`src/rtl/krht_pkg.sv`:
```
package krht_pkg;

  localparam int BYTE_W   = 8;
  localparam int WORD_W   = 64;
  localparam int NAME_MAX = 16;
  localparam int COUNT_W  = 16;

  localparam logic [COUNT_W-1:0] COUNT_MAX = '1;

  // request codes
  localparam logic [1:0] REQ_INSERT  = 2'd0;
  localparam logic [1:0] REQ_LOOKUP  = 2'd1;
  localparam logic [1:0] REQ_RETAIN  = 2'd2;
  localparam logic [1:0] REQ_RELEASE = 2'd3;

  // result status codes
  localparam logic [1:0] ST_OK        = 2'd0;
  localparam logic [1:0] ST_FULL      = 2'd1;
  localparam logic [1:0] ST_NOT_FOUND = 2'd2;
  localparam logic [1:0] ST_HELD      = 2'd3;

  typedef struct packed {
    logic               occupied;
    logic               tombstone;
    logic [COUNT_W-1:0] ref_count;
  } meta_t;

  typedef struct packed {
    logic [WORD_W-1:0] name_low;
    logic [WORD_W-1:0] name_high;
    logic [WORD_W-1:0] payload;
  } entry_t;

endpackage

```
`src/rtl/krht_hash.sv`:
```
module krht_hash #(
  parameter int TABLE_SLOTS = 251,
  parameter int NAME_BYTES  = 16,
  localparam int SLOT_W     = $clog2(TABLE_SLOTS)
) (
  input  logic                        clk,
  input  logic                        rst,
  input  logic                        start,
  input  logic [krht_pkg::WORD_W-1:0] name_low,
  input  logic [krht_pkg::WORD_W-1:0] name_high,
  output logic                        done,
  output logic                        name_empty,
  output logic [krht_pkg::WORD_W-1:0] canon_low,
  output logic [krht_pkg::WORD_W-1:0] canon_high,
  output logic [SLOT_W-1:0]           home,
  output logic [SLOT_W-1:0]           step
);
  import krht_pkg::*;

  localparam int SUM_MAX = NAME_BYTES * 255;
  localparam int SUM_W   = $clog2(SUM_MAX + 1);
  localparam int RAW_W   = NAME_MAX * BYTE_W;

  // reciprocal scale: the quotient is exact for every sum below 2**SUM_W
  localparam int REC_K   = SUM_W + SLOT_W;
  localparam int PROD_W  = SUM_W + REC_K;
  localparam int REM_W   = SUM_W + SLOT_W + 1;

  localparam longint HOME_DIV = longint'(TABLE_SLOTS);
  localparam longint STEP_DIV = longint'(TABLE_SLOTS - 2);
  localparam longint HOME_REC = ((longint'(1) << REC_K) + HOME_DIV - 1) / HOME_DIV;
  localparam longint STEP_REC = ((longint'(1) << REC_K) + STEP_DIV - 1) / STEP_DIV;

  function automatic logic [NAME_MAX-1:0] upto_mask(input int idx);
    logic [NAME_MAX-1:0] m;
    m = '0;
    for (int k = 0; k < NAME_MAX; k++) begin
      if (k <= idx) m[k] = 1'b1;
    end
    return m;
  endfunction

  logic [RAW_W-1:0]    raw;
  logic [NAME_MAX-1:0] nz;
  logic [NAME_MAX-1:0] keep;
  logic [RAW_W-1:0]    canon;
  logic [SUM_W-1:0]    quad_sum [4];
  logic [SUM_W-1:0]    sum;

  logic [RAW_W-1:0]    canon_q;
  logic [SUM_W-1:0]    sum_q;
  logic                sum_vld;
  logic                quo_vld;
  logic [PROD_W-1:0]   home_prod;
  logic [PROD_W-1:0]   step_prod;
  logic [SUM_W-1:0]    quo_home;
  logic [SUM_W-1:0]    quo_step;
  logic [REM_W-1:0]    home_rem;
  logic [REM_W-1:0]    step_rem;
  logic [SLOT_W-1:0]   rem_home;
  logic [SLOT_W-1:0]   rem_step;

  // cut the name at its first zero byte or after NAME_BYTES bytes, then sum the kept bytes in a tree
  always_comb begin
    raw = {name_high, name_low};
    for (int i = 0; i < NAME_MAX; i++) begin
      nz[i] = (raw[i*BYTE_W +: BYTE_W] != '0);
    end
    for (int i = 0; i < NAME_MAX; i++) begin
      keep[i] = (i < NAME_BYTES) && ((nz & upto_mask(i)) == upto_mask(i));
      canon[i*BYTE_W +: BYTE_W] = keep[i] ? raw[i*BYTE_W +: BYTE_W] : '0;
    end
    for (int q = 0; q < 4; q++) begin
      quad_sum[q] = '0;
      for (int k = 0; k < 4; k++) begin
        quad_sum[q] = quad_sum[q] + SUM_W'(canon[(q*4+k)*BYTE_W +: BYTE_W]);
      end
    end
    sum = (quad_sum[0] + quad_sum[1]) + (quad_sum[2] + quad_sum[3]);
  end

  // quotient by reciprocal multiplication, then remainder by one multiply-subtract
  always_comb begin
    home_prod = PROD_W'(sum_q) * PROD_W'(HOME_REC);
    step_prod = PROD_W'(sum_q) * PROD_W'(STEP_REC);
    home_rem  = REM_W'(sum_q) - REM_W'(quo_home) * REM_W'(HOME_DIV);
    step_rem  = REM_W'(sum_q) - REM_W'(quo_step) * REM_W'(STEP_DIV);
  end

  always_ff @(posedge clk) begin
    if (rst) begin
      sum_vld <= 1'b0;
      quo_vld <= 1'b0;
      done    <= 1'b0;
    end else begin
      sum_vld <= start;
      quo_vld <= sum_vld;
      done    <= quo_vld;
    end
  end

  always_ff @(posedge clk) begin
    if (start) begin
      canon_q <= canon;
      sum_q   <= sum;
    end
    if (sum_vld) begin
      quo_home <= home_prod[REC_K +: SUM_W];
      quo_step <= step_prod[REC_K +: SUM_W];
    end
    if (quo_vld) begin
      rem_home <= home_rem[SLOT_W-1:0];
      rem_step <= step_rem[SLOT_W-1:0];
    end
  end

  assign canon_low  = canon_q[WORD_W-1:0];
  assign canon_high = canon_q[RAW_W-1:WORD_W];
  assign name_empty = (canon_q[BYTE_W-1:0] == '0);
  assign home       = rem_home;
  assign step       = (rem_step == '0) ? SLOT_W'(1) : rem_step;

endmodule

```
`config.mk`:
```
export PLATFORM = sky130hd
export DESIGN_NAME = krht_hash
export DESIGN_NICKNAME = d
export VERILOG_FILES = /design/src/rtl/krht_pkg.sv /design/src/rtl/krht_hash.sv
export SDC_FILE = /design/constraint.sdc
export NUM_CORES = 1
export LEC_CHECK = 0
export BUFFER_PORTS_ARGS = -buffer_cell sky130_fd_sc_hd__buf_4
export CAP_MARGIN = 25
export CORE_MARGIN = 5
export CORE_UTILIZATION = 25
export CTS_CLUSTER_SIZE = 14
export DETAILED_ROUTE_END_ITERATION = 8
export GPL_ROUTABILITY_DRIVEN = 0
export HOLD_SLACK_MARGIN = 0.08
export PLACE_DENSITY = 0.52
export SLEW_MARGIN = 20
export SYNTH_ARGS = -nofsm -noshare
export SYNTH_HDL_FRONTEND = slang
export SYNTH_SLANG_ARGS = --single-unit
```
`constraint.sdc`:
```
create_clock -name clk -period 8.2 [get_ports clk]
set_clock_uncertainty 0.15 [all_clocks]
set_input_delay 0.41 -clock clk [delete_from_list [all_inputs] [get_ports clk]]
set_output_delay 0.41 -clock clk [all_outputs]
set_load 0.005 [all_outputs]
```
==> results.txt <==
The top-level port count came out at 277. The area added between synthesis and finish works out to 27.8%. In this run, the number of DRC markers left after iteration 0 of detailed routing was 393. The number of max-slew violations in the final report was 0; the global-route wire length before repair was 62000 µm. Type of the worst min-delay path: in -> reg. The H-tree was split into 4 levels. The clock transition time at the flip-flop clock pins of the worst setup and hold paths was 0.08 ns.

The global router's overall resource usage is 0.129. Entering global routing, the biggest net connects 76 pins. The filler cells instantiated in the layout total 5795. After floorplanning, the core was sized to cover 0.0574 mm².

The run gives 7.86 ns as the data arrival time of the critical path. The global route total overflow is 0, and the worst hold path stage count is 2. After floorplanning, the core was divided into 88 placement rows. Max-cap violations in this run came to 0. Synthesis instantiated 54 different standard cells from the library. The tree is rooted in a sky130_fd_sc_hd__clkbuf_16.

The number of synthesis warnings was 0; the antenna diode count was 0. During placement, the flow inserted port buffers numbering 276. The run gives 0 as the number of DRC violations after detailed routing.

The number of failing hold endpoints at the final stage was 0. In the layout the commonest cells are sky130_fd_sc_hd__buf_4 (287), sky130_fd_sc_hd__inv_1 (270), sky130_fd_sc_hd__ha_1 (201). By startpoint and endpoint, the worst setup path is classified as in -> reg.

The routed via count came out at 9974. The required time at the endpoint of the critical path was 8.29 ns; the clock network latency to the later pin of the worst-skew pair was 0.48 ns. STA classifies the critical path startpoint as an input pin. Among all flip-flop cells after synthesis, the most frequent one is sky130_fd_sc_hd__edfxtp_1.

The area fraction in compound gates after synthesis is 0.0528. The adder-cell area share of the yosys netlist is 0.364. The final layout contains routed wiring with a total length of 39400 µm.

Worst slew margin relative to its limit: 0.389. The number of clock buffers added by TritonCTS is 17. Commonest non-fill, non-tap cell in the layout: sky130_fd_sc_hd__buf_4. The count of nets left with antenna violations once routing finished came out at 0.

The tools report the net count reported at finish as 2075. The largest family of logic cells by synthesized area is adder cells. The number of cells on the worst reg-to-reg path is 14.

The slew of the pin with the lowest slew margin is 0.917 ns, and the HPWL reported at the end of detailed placement is 33000 µm. For the number of antenna violations at the first check in global routing, the log shows 0. The number of nets in the synthesized netlist is 1750. The multi-input combinational cells in the finished layout cover a total of 0.00822 mm². The routed design could run at a clock period as short as 7.78 ns.

The synthesized instance count was 1282; the length of the first detailed-routing pass in iterations was 4. The vertical die dimension was 250 µm; the final worst-path cycle share was 0.948. The via count of the first global-routing pass is 11096, and the number of synthesized register bits is 169. Static timing analysis puts the maximum clock frequency at 129 MHz. Setup repair after global routing left no endpoint under its margin.

The biggest cell delay along the critical path was 0.55 ns. The simple-gate area share of the yosys netlist came out at 0.115. The layout cell share with drive strength beyond 1 came out at 0.205. TritonCTS built the clock tree. For the effective utilization at floorplan, the log shows 0.251.

The longest clock path from root to sink contains 2 buffers. The number of setup violations in the final report was 0; the total standard cell area after synthesis was 0.0144 mm². A synthesized cell averages 11.2 µm².

The xor and xnor fraction of the mapped netlist area is 0.0377. The slowest stage of the critical path belongs to the cell sky130_fd_sc_hd__fa_1. The fraction of synthesized area in multiplexers is 0.00139, and the portion of the post-synthesis area used by sequential elements is 0.350. The area taken by flip-flops and latches came out at 0.00504 mm². Counting flops with a built-in enable in the synthesized netlist gives 166.

In this run the worst path has a maximum fanout of 23. The die is 250 µm wide. The flow ran to the end, and the final reports show no timing, DRC or antenna violations. Using the TritonRoute via totals, the vias-per-cell ratio works out to 4.18. After detailed routing, the average wire length per cell comes to 16.5 µm.

For flop-to-flop paths, the worst setup slack is 3.01 ns. The floorplan step defined a die boundary enclosing 0.0625 mm². The tools report the capturing element type of the critical path as a flop. The proportion of register bits with asynchronous set or reset after synthesis was 0. Summed over all failing endpoints, the final setup total negative slack is 0 ns. The count of clock tree sinks was 169.
state kept, by name, summed over array words and instances (netlist names):
name and cells:
quo_step 5, quo_home 5, rem_step 8, quo_vld 1
sum_q 12, sum_vld 1, canon_q 128, done 1
home 8
metrics by stage:
stage / util / hold WS, ns / instance area, µm² / setup WS (ns) / instances
after detailed placement: 0.303 / 0.455 / 17400 / 0.287 / 2309
after CTS: 0.321 / 0.0800 / 18400 / 0.393 / 2385
after global placement: 0.303 / 0.449 / 17400 / 0.290 / 2309
after floorplan: - / 0.332 / 14400 / 0.956 / 1282
final: 0.321 / 0.126 / 18400 / 0.423 / 2385
after global routing: 0.321 / 0.0817 / 18400 / 0.0484 / 2385
synthesized netlist by cell type (10+ instances only):
| library cell | n | area share |
|---|---|---|
| sky130_fd_sc_hd__inv_1 | 270 | 0.070 |
| sky130_fd_sc_hd__nor2b_1 | 13 | 0.0056 |
| sky130_fd_sc_hd__a21o_1 | 14 | 0.0073 |
| sky130_fd_sc_hd__nor3_1 | 15 | 0.0052 |
| sky130_fd_sc_hd__a21oi_1 | 30 | 0.010 |
| sky130_fd_sc_hd__or4_1 | 13 | 0.0068 |
| sky130_fd_sc_hd__xor2_1 | 14 | 0.0085 |
| sky130_fd_sc_hd__nor2_1 | 47 | 0.012 |
| sky130_fd_sc_hd__and3_1 | 23 | 0.010 |
| sky130_fd_sc_hd__and2_1 | 86 | 0.037 |
| sky130_fd_sc_hd__nor4_1 | 18 | 0.0078 |
| sky130_fd_sc_hd__edfxtp_1 | 166 | 0.35 |
| sky130_fd_sc_hd__ha_1 | 201 | 0.17 |
| sky130_fd_sc_hd__nand2_1 | 56 | 0.015 |
| sky130_fd_sc_hd__clkbuf_1 | 19 | 0.0050 |
| sky130_fd_sc_hd__fa_1 | 136 | 0.19 |
| sky130_fd_sc_hd__o21a_1 | 10 | 0.0052 |
| sky130_fd_sc_hd__xnor2_1 | 48 | 0.029 |
| sky130_fd_sc_hd__o21ai_0 | 20 | 0.0070 |
per-layer routing:
metal  track usage  part of all wire  up-vias
met5             0                 0        -
met4        0.0376             0.020        0
met3        0.0442             0.066       37
met2         0.228              0.51      241
met1         0.147              0.40     4811
li1              -                 -     4885
area by class of cell:
class / count / area share
sequential: 169 / 0.274
clock inverter: 15 / 0.00714
inverter: 271 / 0.0553
tap: 765 / 0.0520
clock buffer: 17 / 0.0231
multi-input combinational: 816 / 0.447
timing repair buffer: 332 / 0.142
worst max-delay path, delay by kind of cell:
kind / cells / cell delay (ns)
AOI/OAI and AO/OA: 8 / 1.51
xor gates and xnor gates: 2 / 0.24
adders and majority gates: 7 / 3.24
buffers and inverters: 7 / 0.97
and+or+nand+nor: 5 / 1.49
timing repair:
item	in CTS	in global routing
endpoints found under the hold margin	46	0
hold buffers	44	0
endpoints found under the setup margin	0	1
setup buffers	0	0
gates resized for setup	0	1
final timing paths:
| path | from | end |
|---|---|---|
| worst min register to register | sum_vld$_SDFF_PP0_ | quo_step[2]$_DFFE_PP_ |
| worst min-delay path | name_low[61] | canon_q[61]$_DFFE_PP_ |
| worst max register to register | sum_q[7]$_DFFE_PP_ | quo_step[2]$_DFFE_PP_ |
| worst max-delay path | name_low[6] | sum_q[11]$_DFFE_PP_ |
cell families (layout without fill, tap and decap cells):
| group | count (synthesis) | count (layout) |
|---|---|---|
| mux | 2 | 2 |
| xor+xnor | 62 | 62 |
| flops | 169 | 169 |
| simple gates | 300 | 300 |
| fa+ha+maj | 337 | 337 |
| buf+inv | 297 | 635 |
| compound gates | 115 | 115 |
Power is left out: the tool's default activity adds up to more than one toggle a clock period on the data nets, which glitch-free logic cannot reach.
